[src/atrp_sqrt.sv]
// Pipelined integer square root, one root bit per stage.
`timescale 1ns / 1ps
`default_nettype none
module atrp_sqrt #(
  parameter int ROOT_W = 19,
  parameter int RAD_W  = 2 * ROOT_W
) (
  input  wire logic              clk,
  input  wire logic              en,
  input  wire logic [RAD_W-1:0]  rad_in,
  output logic      [ROOT_W-1:0] root_out
);
  logic [RAD_W-1:0]  rad_r  [ROOT_W];
  logic [ROOT_W+1:0] rem_r  [ROOT_W];
  logic [ROOT_W-1:0] root_r [ROOT_W];

  for (genvar k = 0; k < ROOT_W; k++) begin : g_stage
    logic [RAD_W-1:0]  rad_i;
    logic [ROOT_W+1:0] rem_i;
    logic [ROOT_W-1:0] root_i;
    logic [ROOT_W+1:0] rem_t;
    logic [ROOT_W+1:0] trial;
    if (k == 0) begin : g_first
      assign rad_i  = rad_in;
      assign rem_i  = '0;
      assign root_i = '0;
    end else begin : g_next
      assign rad_i  = rad_r[k-1];
      assign rem_i  = rem_r[k-1];
      assign root_i = root_r[k-1];
    end
    assign rem_t = {rem_i[ROOT_W-1:0], rad_i[RAD_W-1 -: 2]};
    assign trial = {root_i, 2'b01};
    always_ff @(posedge clk) begin
      if (en) begin
        rad_r[k] <= rad_i << 2;
        if (rem_t >= trial) begin
          rem_r[k]  <= rem_t - trial;
          root_r[k] <= {root_i[ROOT_W-2:0], 1'b1};
        end else begin
          rem_r[k]  <= rem_t;
          root_r[k] <= {root_i[ROOT_W-2:0], 1'b0};
        end
      end
    end
  end

  assign root_out = root_r[ROOT_W-1];
endmodule
`default_nettype wire

[config.mk]
export PLATFORM = sky130hd
export DESIGN_NAME = atrp_sqrt
export DESIGN_NICKNAME = d
export VERILOG_FILES = /design/src/atrp_sqrt.sv
export SDC_FILE = /design/constraint.sdc
export NUM_CORES = 1
export LEC_CHECK = 0
export BUFFER_PORTS_ARGS = -buffer_cell sky130_fd_sc_hd__buf_2
export CAP_MARGIN = 40
export CORE_ASPECT_RATIO = 1.1
export CORE_MARGIN = 1
export CORE_UTILIZATION = 30
export DETAILED_ROUTE_END_ITERATION = 8
export SLEW_MARGIN = 20
export SYNTH_ARGS = -nofsm -noshare
export SYNTH_HDL_FRONTEND = slang
export SYNTH_SLANG_ARGS = --single-unit
[constraint.sdc]
create_clock -name clk -period 5.45 [get_ports clk]
set_input_delay 1.3625 -clock clk [delete_from_list [all_inputs] [get_ports clk]]
set_output_delay 1.3625 -clock clk [all_outputs]
set_load 0.01 [all_outputs]
After elaboration in Yosys (flattened, before gate mapping)
Memory sizes are Yosys's and may differ from the RTL's.
Index checks and enable logic that the tools add are counted.
- $lt $le $gt $ge: 19
- bitwise gates (word level): 38
- shift operators: 0
- multiplexer cells: 154
- eq/ne operators: 0
- reductions and logical operators: 0
- $add $sub $neg: 19
- div/mod/pow operators: 0
- $mul: 0
- operators with widths (cell ; count):
    $mux W21 ; 19
    $ge A21 B21 Y1 ; 18
    $sub A21 B21 Y21 ; 18
    $mux W19 ; 19
    $mux W1 ; 116
    $or A1 B1 Y1 ; 38
    $sub A2 B1 Y3 const B ; 1
    $ge A2 B1 Y1 const B ; 1
- output and inout bits: 19
- latch bits: 0
- logic and storage cells: 233
- input port bits: 40
- bits in registers: 0
- memory bits (writable): 1444
- ROM bits: 0
- memories kept: 3
- memory list (name ; depth ; bits a word ; read ports ; clocked after memory_dff ; write ports ; RTL line ; text):
    rad_r ; 19 ; 36 ; 18 ; 0 ; 19 ; 13 ; logic [RAD_W-1:0] rad_r [ROOT_W];
    rem_r ; 19 ; 21 ; 18 ; 0 ; 19 ; 14 ; logic [ROOT_W+1:0] rem_r [ROOT_W];
    root_r ; 19 ; 19 ; 19 ; 0 ; 19 ; 15 ; logic [ROOT_W-1:0] root_r [ROOT_W];

Depth between registers and ports, before layout
An unclocked memory read counts as a cell.
- depth in word-level cells: 6
- mapped depth: 12
- depth with buffers taken out: 10

Worst setup path after synthesis
Ideal clock, no wire load.
- kind: input-to-reg
- start point: in en
- end point: mem rem_r[16][0] (netlist name), enable pin
- stages on the path: 4
- arrival: 3.063 ns
- buffers on the path: 4
- setup time: 0.404 ns
- data required time: 5.046 ns
- path slack: 1.983 ns
- cell sequence: buf_2 -> clkbuf_1 -> clkbuf_1 -> clkbuf_1
- RTL lines (element ; RTL line ; text):
    from (decl) ; 9 ; input wire logic en,
    to (decl) ; 14 ;

==> results.yml <==
sta:
  finClkSkew_ps: 26.66
  fin_ws_ps: 1835
  relSlewSlack_pct: 39.87
  post-route-period-util_pct: 66.32
  setup-tns-final_ps: 0
  finalMaxSlewViolations: 0
  rsz0062_at_grt: "no"
  worstMarginPinSlew_ps: 901.9
  min_period_ps: 3615
  hold_viol: 0
  setup_viol: 0
  max_freq_mhz: 276.7
power_and_ir_drop:
  p_leak_nw: 17.01
  power.total_mw: 17.66
  p_int_mw: 13.11
  combPwrFrac_pct: 15.8
  p_sw_mw: 4.552
  p_sw_share_pct: 25.78
  power_frac_clock_pct: 35.7
  p_per_area_nw_per_um2: 389.3
  seqPwrFrac_pct: 48.5
  ir_worst_vdd_mv: 0.2513
synth:
  yosys.area.top_type_share_pct: 64.30
  netlist.top_cell.by_area: "edfxtp_1"
  synth_area_um2: 39750
  synth_warnings: 0
  async_reset_ff_share_pct: 0
  syn_area_per_cell_um2: 13.11
  syn_nets: 3282
  synthCells: 3031
  synth_most_common_cell: "edfxtp_1"
  synth_edf_count: 851
  synth_common_cells: "edfxtp_1 (851), inv_1 (257), ha_1 (211)"
  seq_area_frac_synth_pct: 64.35
  yosysUniqueCellTypes: 81
  synth_area_leaders: "edfxtp_1 (64%), ha_1 (6.6%), xnor2_1 (2.8%), xor2_1 (2.5%), inv_1 (2.4%)"
  yosys_register_bits: 852
  synth_ff_type: "edfxtp_1"
finish:
  stdcell_count: 4986
  fin_nets: 3399
  n_antenna_cell: 0
  areaGrowthSynthToFinish_pct: 14.13
  drive_gt1_share_pct: 9.646
clock_network:
  cts_setup_buffers: 0
  clk_latency_ps: 670
  cts_tree: "done"
  post_cts_resized: 0
  clockBufferDepth: 3
  clkSinkCount: 852
  ctsRootBufferMaster: "clkbuf_16"
  cts_buffers: 95
  htreeDepth: 3
  clkTransAtPathRegs_ps: 60
  ctsHoldBuffers: 0
placement:
  dp_slack_ps: 1365
  hpwl_um: 48440
  portBuffers: 58
  placedCellCount: 4812
  globalplace.congestion: 0.8482
critical_path:
  start_kind: "register"
  crit_path_max_fanout: 23
  cp_data_required_time_ps: 5860
  worst-setup-path-type: "register to register"
  endpoint_kind: "register"
  cp_data_arrival_time_ps: 4020
grt:
  grt-ovfl-total: 0
  grt.total_usage_pct: 10.10
  grtUsageMet3_pct: 1.917
  grt_pass1_wl_um: 111000
  grt_pass1_vias: 22705
  top_usage_layer: "met2"
  grtUsageMet1_pct: 11.25
  grt_max_degree: 164
  use_met2_pct: 18.32
  antenna_found_initial: 0
drt:
  wl_um: 68580
  post_drt_wl_per_cell_um: 13.75
  dr.first_iter.drc_count: 1120
  viasPerCell: 4.575
  drt_drc_violations_left: 0
  final_antenna_net_count: 0
  first_pass_iters: 6
  vias: 22810
die:
  row_count: 139
  io_pins: 59
  die_area_um2: 133900
  die-height_um: 383.8
  initial_core_util_pct: 30.35
  core_area_um2: 131000
  die_width_um: 349.0
status:
  status: "finished clean"
min_path:
  worstHoldPathType: "register to register"
job:
  max-cap-violations: 0
==> flip-flops by register name, summed over array words and instances (netlist names) <==
signal,cells
rem_r,320
rad_r,342
root_r,190
==> routing by layer <==
metal	vias to the layer above	wire length, um
li1	11465	-
met1	10757	28350
met2	408	34620
met3	180	2591
met4	0	3017
met5	-	0
==> critical path, stage by stage (launching register included) <==
cell and delay [ps]:
edfxtp_1 400, ha_1 400, a2111oi_0 780, o21ai_0 250
a311oi_1 460, nand2_1 550, nor4b_1 340, xor2_1 160
==> cells in the final DEF, fill, tap and decap left out, types with 19 or more instances in the layout <==
cell	instances
edfxtp_1	851
inv_1	257
ha_1	211
nand2_1	192
o21ai_0	183
nor2_1	181
a21oi_1	151
xnor2_1	128
xor2_1	112
clkbuf_16	96
nor3_1	66
buf_2	59
a21o_1	56
nand3_1	49
o21a_1	44
nand2b_1	41
nor4_1	34
mux2_2	33
nor2b_1	30
nand4_1	27
a211oi_1	23
and3_1	20
or4_1	19
and2_1	19
clkinv_1	19
buf_4	19
==> power by group through the flow <==
| stage | Sequential, mW | Clock [mW] | Combinational [mW] |
|---|---|---|---|
| 4_1_cts | 8.57 | 6.52 | 2.81 |
| 6_report | 8.56 | 6.30 | 2.79 |
| 3_3_place_gp | 8.70 | 0 | 2.73 |
| 2_1_floorplan | 8.53 | 0 | 2.21 |
| 3_5_place_dp | 8.70 | 0 | 2.79 |
| 5_1_grt | 8.64 | 6.77 | 3.14 |
==> area by class of cell <==
class                      instances  area [um2]
clock buffer                     108        2447
clock inverter                    65       680.7
fill                           12654       85600
inverter                         258       973.4
multi-input combinational       1857       12940
sequential                       852       25570
tap                             1762        2205
timing repair buffer              84       544.3
==> metrics by stage <==
stage	hold slack (ps)	utilization [%]	area (um2)
floorplan	400.3	-	39750
global placement	400.3	32.23	42210
detailed placement	404.5	32.25	42230
CTS	413.7	34.64	45360
global route	418.2	34.64	45360
finish	413.7	34.64	45360
==> cells by family after synthesis <==
kind of cell	synth area share, %
XOR/XNOR	5.289
AO/OA/AOI/OAI	9.548
adder cells (fa/ha/maj)	6.642
buffers and inverters	3.139
multiplexers	1.451
AND/OR/NAND/NOR	9.586
flip-flops	64.35
==> final timing paths <==
kind                                               from                 endpoint  slack, ps  cells past startpoint
worst min-delay path            rad_r[12][25]$_DFFE_PP_  rad_r[13][27]$_DFFE_PP_        410                      0
worst max-delay path              rem_r[8][8]$_DFFE_PP_   rem_r[9][12]$_DFFE_PP_       1840                      7
worst min register to register  rad_r[12][25]$_DFFE_PP_  rad_r[13][27]$_DFFE_PP_        410                      0
worst max register to register    rem_r[8][8]$_DFFE_PP_   rem_r[9][12]$_DFFE_PP_       1840                      7
(Power assumes the default switching activity.)
