[src/atrp_pkg.sv]
// Shared constants and types for the accelerometer tilt block.
`timescale 1ns / 1ps
`default_nettype none
package atrp_pkg;
  localparam int SAMPLE_BITS_DEF  = 10;
  localparam int CORDIC_ITER_DEF  = 16;
  localparam int ATAN_TAB_LEN     = 24;
  localparam int FRAC_SHIFT       = 8;
  localparam int DEG_TO_OUT_SHIFT = 13;
  localparam int ANGLE_W          = 16;
  localparam int Z_W              = 28;
  localparam int TAB_W            = 27;
  localparam int OFFSET_RESET     = 515;
  localparam int CFG_ADDR_W       = 2;

  localparam logic signed [ANGLE_W-1:0] FOLD_LIMIT   = 16'sd5760;
  localparam logic signed [ANGLE_W-1:0] QUARTER_TURN = 16'sd11520;

  localparam logic [TAB_W-1:0] ATAN_TAB [ATAN_TAB_LEN] = '{
    27'd47185920, 27'd27855475, 27'd14718068, 27'd7471121, 27'd3750058,
    27'd1876857,  27'd938658,   27'd469357,   27'd234682,  27'd117342,
    27'd58671,    27'd29335,    27'd14668,    27'd7334,    27'd3667,
    27'd1833,     27'd917,      27'd458,      27'd229,     27'd115,
    27'd57,       27'd29,       27'd14,       27'd7
  };

  typedef enum logic [CFG_ADDR_W-1:0] {
    REG_X_OFFSET = 2'd0,
    REG_Y_OFFSET = 2'd1,
    REG_Z_OFFSET = 2'd2
  } cfg_reg_t;
endpackage
`default_nettype wire

[src/atrp_cordic.sv]
// Pipelined vectoring CORDIC, atan2 in 1/128 degree.
`timescale 1ns / 1ps
`default_nettype none
module atrp_cordic #(
  parameter int ITER = 16,
  parameter int X_W  = 19,
  parameter int A_W  = 11
) (
  input  wire logic                                 clk,
  input  wire logic                                 en,
  input  wire logic        [X_W-1:0]                den_in,
  input  wire logic signed [A_W-1:0]                axis_in,
  output logic      signed [atrp_pkg::ANGLE_W-1:0]  angle_out
);
  localparam int NI  = (ITER < atrp_pkg::ATAN_TAB_LEN) ? ITER : atrp_pkg::ATAN_TAB_LEN;
  localparam int CW  = X_W + 3;
  localparam int ZW  = atrp_pkg::Z_W;
  localparam int RW  = ZW - atrp_pkg::DEG_TO_OUT_SHIFT;
  localparam int AW  = atrp_pkg::ANGLE_W;

  logic signed [CW-1:0] x_r [NI];
  logic signed [CW-1:0] y_r [NI];
  logic signed [ZW-1:0] z_r [NI];
  logic                 zero_r [NI];

  logic signed [CW-1:0] x0;
  logic signed [CW-1:0] y0;
  assign x0 = signed'({3'b000, den_in});
  assign y0 = CW'(axis_in) <<< atrp_pkg::FRAC_SHIFT;

  for (genvar k = 0; k < NI; k++) begin : g_stage
    logic signed [CW-1:0] xi, yi, sx, sy;
    logic signed [ZW-1:0] zi, ang;
    logic                 zfi;
    if (k == 0) begin : g_first
      assign xi  = x0;
      assign yi  = y0;
      assign zi  = '0;
      assign zfi = (den_in == '0) && (axis_in == '0);
    end else begin : g_next
      assign xi  = x_r[k-1];
      assign yi  = y_r[k-1];
      assign zi  = z_r[k-1];
      assign zfi = zero_r[k-1];
    end
    assign sx  = xi >>> k;
    assign sy  = yi >>> k;
    assign ang = signed'({1'b0, atrp_pkg::ATAN_TAB[k]});
    always_ff @(posedge clk) begin
      if (en) begin
        zero_r[k] <= zfi;
        if (!yi[CW-1]) begin
          x_r[k] <= xi + sy;
          y_r[k] <= yi - sx;
          z_r[k] <= zi + ang;
        end else begin
          x_r[k] <= xi - sy;
          y_r[k] <= yi + sx;
          z_r[k] <= zi - ang;
        end
      end
    end
  end

  logic        [ZW-1:0] mag;
  logic        [ZW-1:0] mag_rnd;
  logic        [RW-1:0] rnd;
  logic signed [AW-1:0] angle_nxt;
  always_comb begin
    mag     = z_r[NI-1][ZW-1] ? ZW'(-z_r[NI-1]) : ZW'(z_r[NI-1]);
    mag_rnd = mag + ZW'(1 << (atrp_pkg::DEG_TO_OUT_SHIFT - 1));
    rnd     = mag_rnd[ZW-1:atrp_pkg::DEG_TO_OUT_SHIFT];
    if (zero_r[NI-1]) begin
      angle_nxt = '0;
    end else if (z_r[NI-1][ZW-1]) begin
      angle_nxt = -AW'(rnd);
    end else begin
      angle_nxt = AW'(rnd);
    end
  end

  always_ff @(posedge clk) begin
    if (en) begin
      angle_out <= angle_nxt;
    end
  end
endmodule
`default_nettype wire

[config.mk]
export PLATFORM = sky130hd
export DESIGN_NAME = atrp_cordic
export DESIGN_NICKNAME = d
export VERILOG_FILES = /design/src/atrp_pkg.sv /design/src/atrp_cordic.sv
export SDC_FILE = /design/constraint.sdc
export NUM_CORES = 2
export LEC_CHECK = 0
export BUFFER_PORTS_ARGS = -buffer_cell sky130_fd_sc_hd__clkbuf_2
export CAP_MARGIN = 40
export CORE_MARGIN = 1.5
export CORE_UTILIZATION = 39
export CTS_CLUSTER_SIZE = 20
export DETAILED_ROUTE_END_ITERATION = 12
export GPL_TIMING_DRIVEN = 1
export SYNTH_ARGS = -nofsm -noshare
export SYNTH_HDL_FRONTEND = slang
export SYNTH_SLANG_ARGS = --single-unit
[constraint.sdc]
create_clock -name clk -period 11.08 [get_ports clk]
set_input_delay 1.108 -clock clk [delete_from_list [all_inputs] [get_ports clk]]
set_output_delay 1.108 -clock clk [all_outputs]
set_load 0.05 [all_outputs]
# Yosys cells after proc, flatten, opt, wreduce, memory -nomap -nowiden
# Memory sizes are Yosys's and may differ from the RTL's.
# Index checks and enable logic that the tools add are counted.
# W data, S select, Z words.
# word_totals
register_bits,16
latch_bits,0
ram_bits,1168
mem_bits_ro,0
input_bits,32
output_inout_bits,16
word_cells,303
n_memories,4
# classes
addsub,96
multipliers,0
n_div,0
magnitude_cmp,0
eq_ne,0
n_shift,0
mux,148
n_bitwise,49
reduce_logical,4
# mem_list
memory,words,word_bits,read_ports,rd_clocked_by_memory_dff,wr,line_no,source
z_r,16,28,16,0,16,atrp_cordic.sv:23,logic signed [ZW-1:0] z_r [NI];
x_r,16,22,15,0,16,atrp_cordic.sv:21,logic signed [CW-1:0] x_r [NI];
y_r,16,22,15,0,16,atrp_cordic.sv:22,logic signed [CW-1:0] y_r [NI];
zero_r,16,1,16,0,16,atrp_cordic.sv:24,logic zero_r [NI];
# op_table
op,n
$mux W22,32
$mux W28,17
$mux W1,98
$add A28 B13 Y28 const B,2
$or A1 B1 Y1,48
$add A22 B10 Y22,2
$add A22 B11 Y22,2
$add A22 B12 Y22,2
$add A22 B13 Y22,2
$add A22 B14 Y22,2
$add A22 B15 Y22,2
$add A22 B16 Y22,2
$add A22 B17 Y22,2
$add A22 B18 Y22,2
$add A22 B19 Y22,2
$add A22 B20 Y22,2
$add A22 B21 Y22,2
$add A22 B7 Y22,2
$add A22 B8 Y22,2
$add A22 B9 Y22,2
$sub A22 B10 Y22,2
$sub A22 B11 Y22,2
$sub A22 B12 Y22,2
$sub A22 B13 Y22,2
other kinds (51),62

# Depth between registers and ports, before layout
# An unclocked memory read counts as a cell.
# depth
word_depth,6
depth_mapped,19
depth_no_buf,18

# Least setup slack after synthesis
# No wires, ideal clock.
# synth_path
kind,input -> register
startpoint,in en
endpoint,"mem x_r[1][87] in the netlist's numbering, data pin"
setup_time_ns,0.260
arrival_ns,5.089
required_ns,10.820
setup_slack_ns,5.732
cell_stages,17
path_buffers,3
cell_sequence,clkbuf_1 -> clkbuf_1 -> nand2_1 -> clkinv_1 -> clkbuf_1 -> mux2i_1 -> ha_1 -> nor2b_1 -> o21ai_0 -> a21oi_1 -> o21ai_0 -> o311ai_0 -> o31a_1 -> a211o_1 -> a31o_2 -> a21oi_1 -> xnor2_1
# synth_rtl
element,line_no,source
start: declaration,atrp_cordic.sv:10,"input wire logic en,"
end: declaration,atrp_cordic.sv:21,

==> run summary <==
routed vias: 61,497
FP Rows: 168
crit-path most repeated cell: buf_4
post-route DRC violation count: 0
CP Max Fanout: 107
Detailed Route Iter0 Violations: 3,798
top-count cell post-synth: edfxtp_1
CTS root buf: clkbuf_16
final wirelength: 191 mm
async set-reset flop share out of synthesis: 0
share of cells above drive strength 1: 0.0455
top post-synthesis cells by count: edfxtp_1 (1,020), ha_1 (986), xnor2_1 (863)
Die Span Y: 461 um
Yosys top cell area share: 0.374
Resized Gates After CTS: 0
Cell Area, Synth: 82,000 sq um
vias per inst: 5.41
CTS sink cnt: 1,020
Post-synth EDFFs: 1,020
Max H-tree Level: 3
ys flop type: edfxtp_1
core box area: 209,000 sq um
Setup Viol. Count Final: 0
Setup Buffers After CTS: 0
Starting Density: 0.392
synth top area cells: edfxtp_1 (37%), ha_1 (15%), xnor2_1 (9.2%)
Port Buf Inserts: 47
Syn Inst Count: 8,374
global placer's final weighted congestion: 0.881
largest delay contributor family on the critical path: compound AO/OA/AOI/OAI gates
Post-DRT Antenna Nets: 0
first-pass GRT wire length: 307 mm
Avg Inst Size Synth: 9.79 sq um
slowest CP cell: buf_4
Final Slew Violations: 0
P&R area growth vs syn: 9.30%
grt ovf: 0
setup repair after global routing missed its margin: no
#FFs+latches synth: 1,020
clk_lat worst skew: 760 ps
worst path cell trace: buf_8, buf_4, buf_4, nand2_1, buf_4, ha_1, fa_1, a211oi_1, o21ai_0, a22oi_1, a21oi_1, a41oi_1, a31oi_1, a211o_1, a21o_1, a21oi_1, xnor2_1
gr usage total: 0.175
final hold viol count: 0
max-cap violations: 0
HPWL after DPL: 150 mm
TritonCTS clock tree: built
# IOs: 48
Ant. Diodes: 0
run status: finished, final reports clean
synth unique cells: 85
Worst Hold Class: reg -> reg
CP required: 11,570 ps
Yosys Warn Count: 0
Final Critical Period: 6350 ps
crit path DAT: 6840 ps
Slew @ Worst Pin: 908 ps
register area share after synthesis: 0.374
Crit. End Element: flip-flop
Die X: 461 um
Critical path buffers and inverters: 4
nets: 9,536
initial antenna violation count: 1
setup total negative slack: 0 ps
drt first pass iters: 6
crit start category: input pin
clk_skew: 36.8 ps
Post-CTS Hold Fix Bufs: 0
max frequency: 0.158 GHz
pin count of the biggest net entering global routing: 108
die area: 213,000 sq um
CP Class: in -> reg
Num CTS Buffers: 117
fin crit share: 0.573
number of global-route vias before repair: 59,392
max_slew headroom: 0.379
CTS Buffer Depth: 3
cell taking the most area after synthesis: edfxtp_1
syn nets: 9,435
Critical Path Max Stage Delay: 620 ps
Avg WL per Cell: 16.8 um
Clock transition at path regs: 60 ps
-- logic make-up after synthesis --
| group | synth area share |
|---|---|
| AOI/OAI and AO/OA | 0.175 |
| xor gates and xnor gates | 0.126 |
| adders and majority gates | 0.161 |
| buffers and inverters | 0.0237 |
| DFF | 0.374 |
| muxes | 0.00606 |
| and+or+nand+nor | 0.135 |
-- worst register-to-register path, cell delays in order, from the launching register on --
cell,delay [ps]
edfxtp_1,640
nand2_1,270
buf_4,300
inv_2,540
mux2i_1,410
ha_1,290
nor2b_1,120
o21ai_0,210
a21oi_1,140
o21ai_0,530
o311ai_0,420
o31a_1,380
a211o_1,290
a31o_2,240
a21oi_1,170
xnor2_1,80
-- metrics by stage --
stage | instances | setup WS (ps) | instance area, sq um | utilization | hold WS [ps]
6_report | 11375 | 4730 | 89600 | 0.428 | 418
5_1_grt | 11375 | 4350 | 89600 | 0.428 | 436
4_1_cts | 11374 | 4810 | 89600 | 0.428 | 419
3_5_place_dp | 11160 | 4010 | 85900 | 0.411 | 405
3_3_place_gp | 11145 | 4030 | 85600 | 0.409 | 400
2_1_floorplan | 8374 | 5730 | 82000 | - | 400
-- routing by layer --
metal / share of wire / vias up / GRT usage
li1: - / 31134 / -
met1: 0.47 / 29103 / 0.233
met2: 0.47 / 1000 / 0.300
met3: 0.034 / 260 / 0.0207
met4: 0.022 / 0 / 0.0438
met5: 0 / - / 0
-- sequential cells by signal, indices dropped and copies added (netlist names) --
register / flops
z_r: 388
y_r: 308
zero_r: 16
angle_out: 16
x_r: 292
-- layout by cell type (no fill, tap or decap), drive strengths merged, types with 30 or more instances in the layout --
| cell type | n |
|---|---|
| xnor2 | 863 |
| a211oi | 73 |
| edfxtp | 1020 |
| o21a | 129 |
| buf | 60 |
| nand2b | 173 |
| o211ai | 56 |
| a21oi | 780 |
| inv | 387 |
| a31oi | 50 |
| mux2i | 35 |
| o31ai | 92 |
| xor2 | 312 |
| nor4 | 52 |
| nor2b | 118 |
| and3 | 90 |
| clkinv | 60 |
| clkbuf | 179 |
| o21bai | 93 |
| a21o | 214 |
| o21ai | 466 |
| or2 | 37 |
| o41ai | 73 |
| nor2 | 755 |
| fa | 43 |
| nand4 | 30 |
| nand2 | 470 |
| nor3 | 240 |
| ha | 986 |
| nand3 | 165 |
| or3 | 88 |
-- final timing paths --
| path | slack [ps] | cells past startpoint | from | endpoint |
|---|---|---|---|---|
| min | 420 | 0 | zero_r[1][4]$_DFFE_PP_ | zero_r[1][5]$_DFFE_PP_ |
| min reg2reg | 420 | 0 | zero_r[1][4]$_DFFE_PP_ | zero_r[1][5]$_DFFE_PP_ |
| max | 4730 | 17 | en | z_r[1][83]$_DFFE_PP_ |
| max reg2reg | 5810 | 15 | y_r[1][87]$_DFFE_PP_ | x_r[1][109]$_DFFE_PP_ |
-- cell type report --
| cell class | instances | area, sq um |
|---|---|---|
| Multi-Input combinational cell | 6838 | 49400 |
| Clock buffer | 132 | 3030 |
| Tap cell | 2805 | 3510 |
| Inverter | 386 | 1450 |
| Timing Repair Buffer | 112 | 923 |
| Fill cell | 19874 | 120000 |
| Clock inverter | 82 | 653 |
| Sequential cell | 1020 | 30600 |
Power is not shown: default switching activity piles up to over one toggle a cycle in this logic, so the estimate is an artifact.
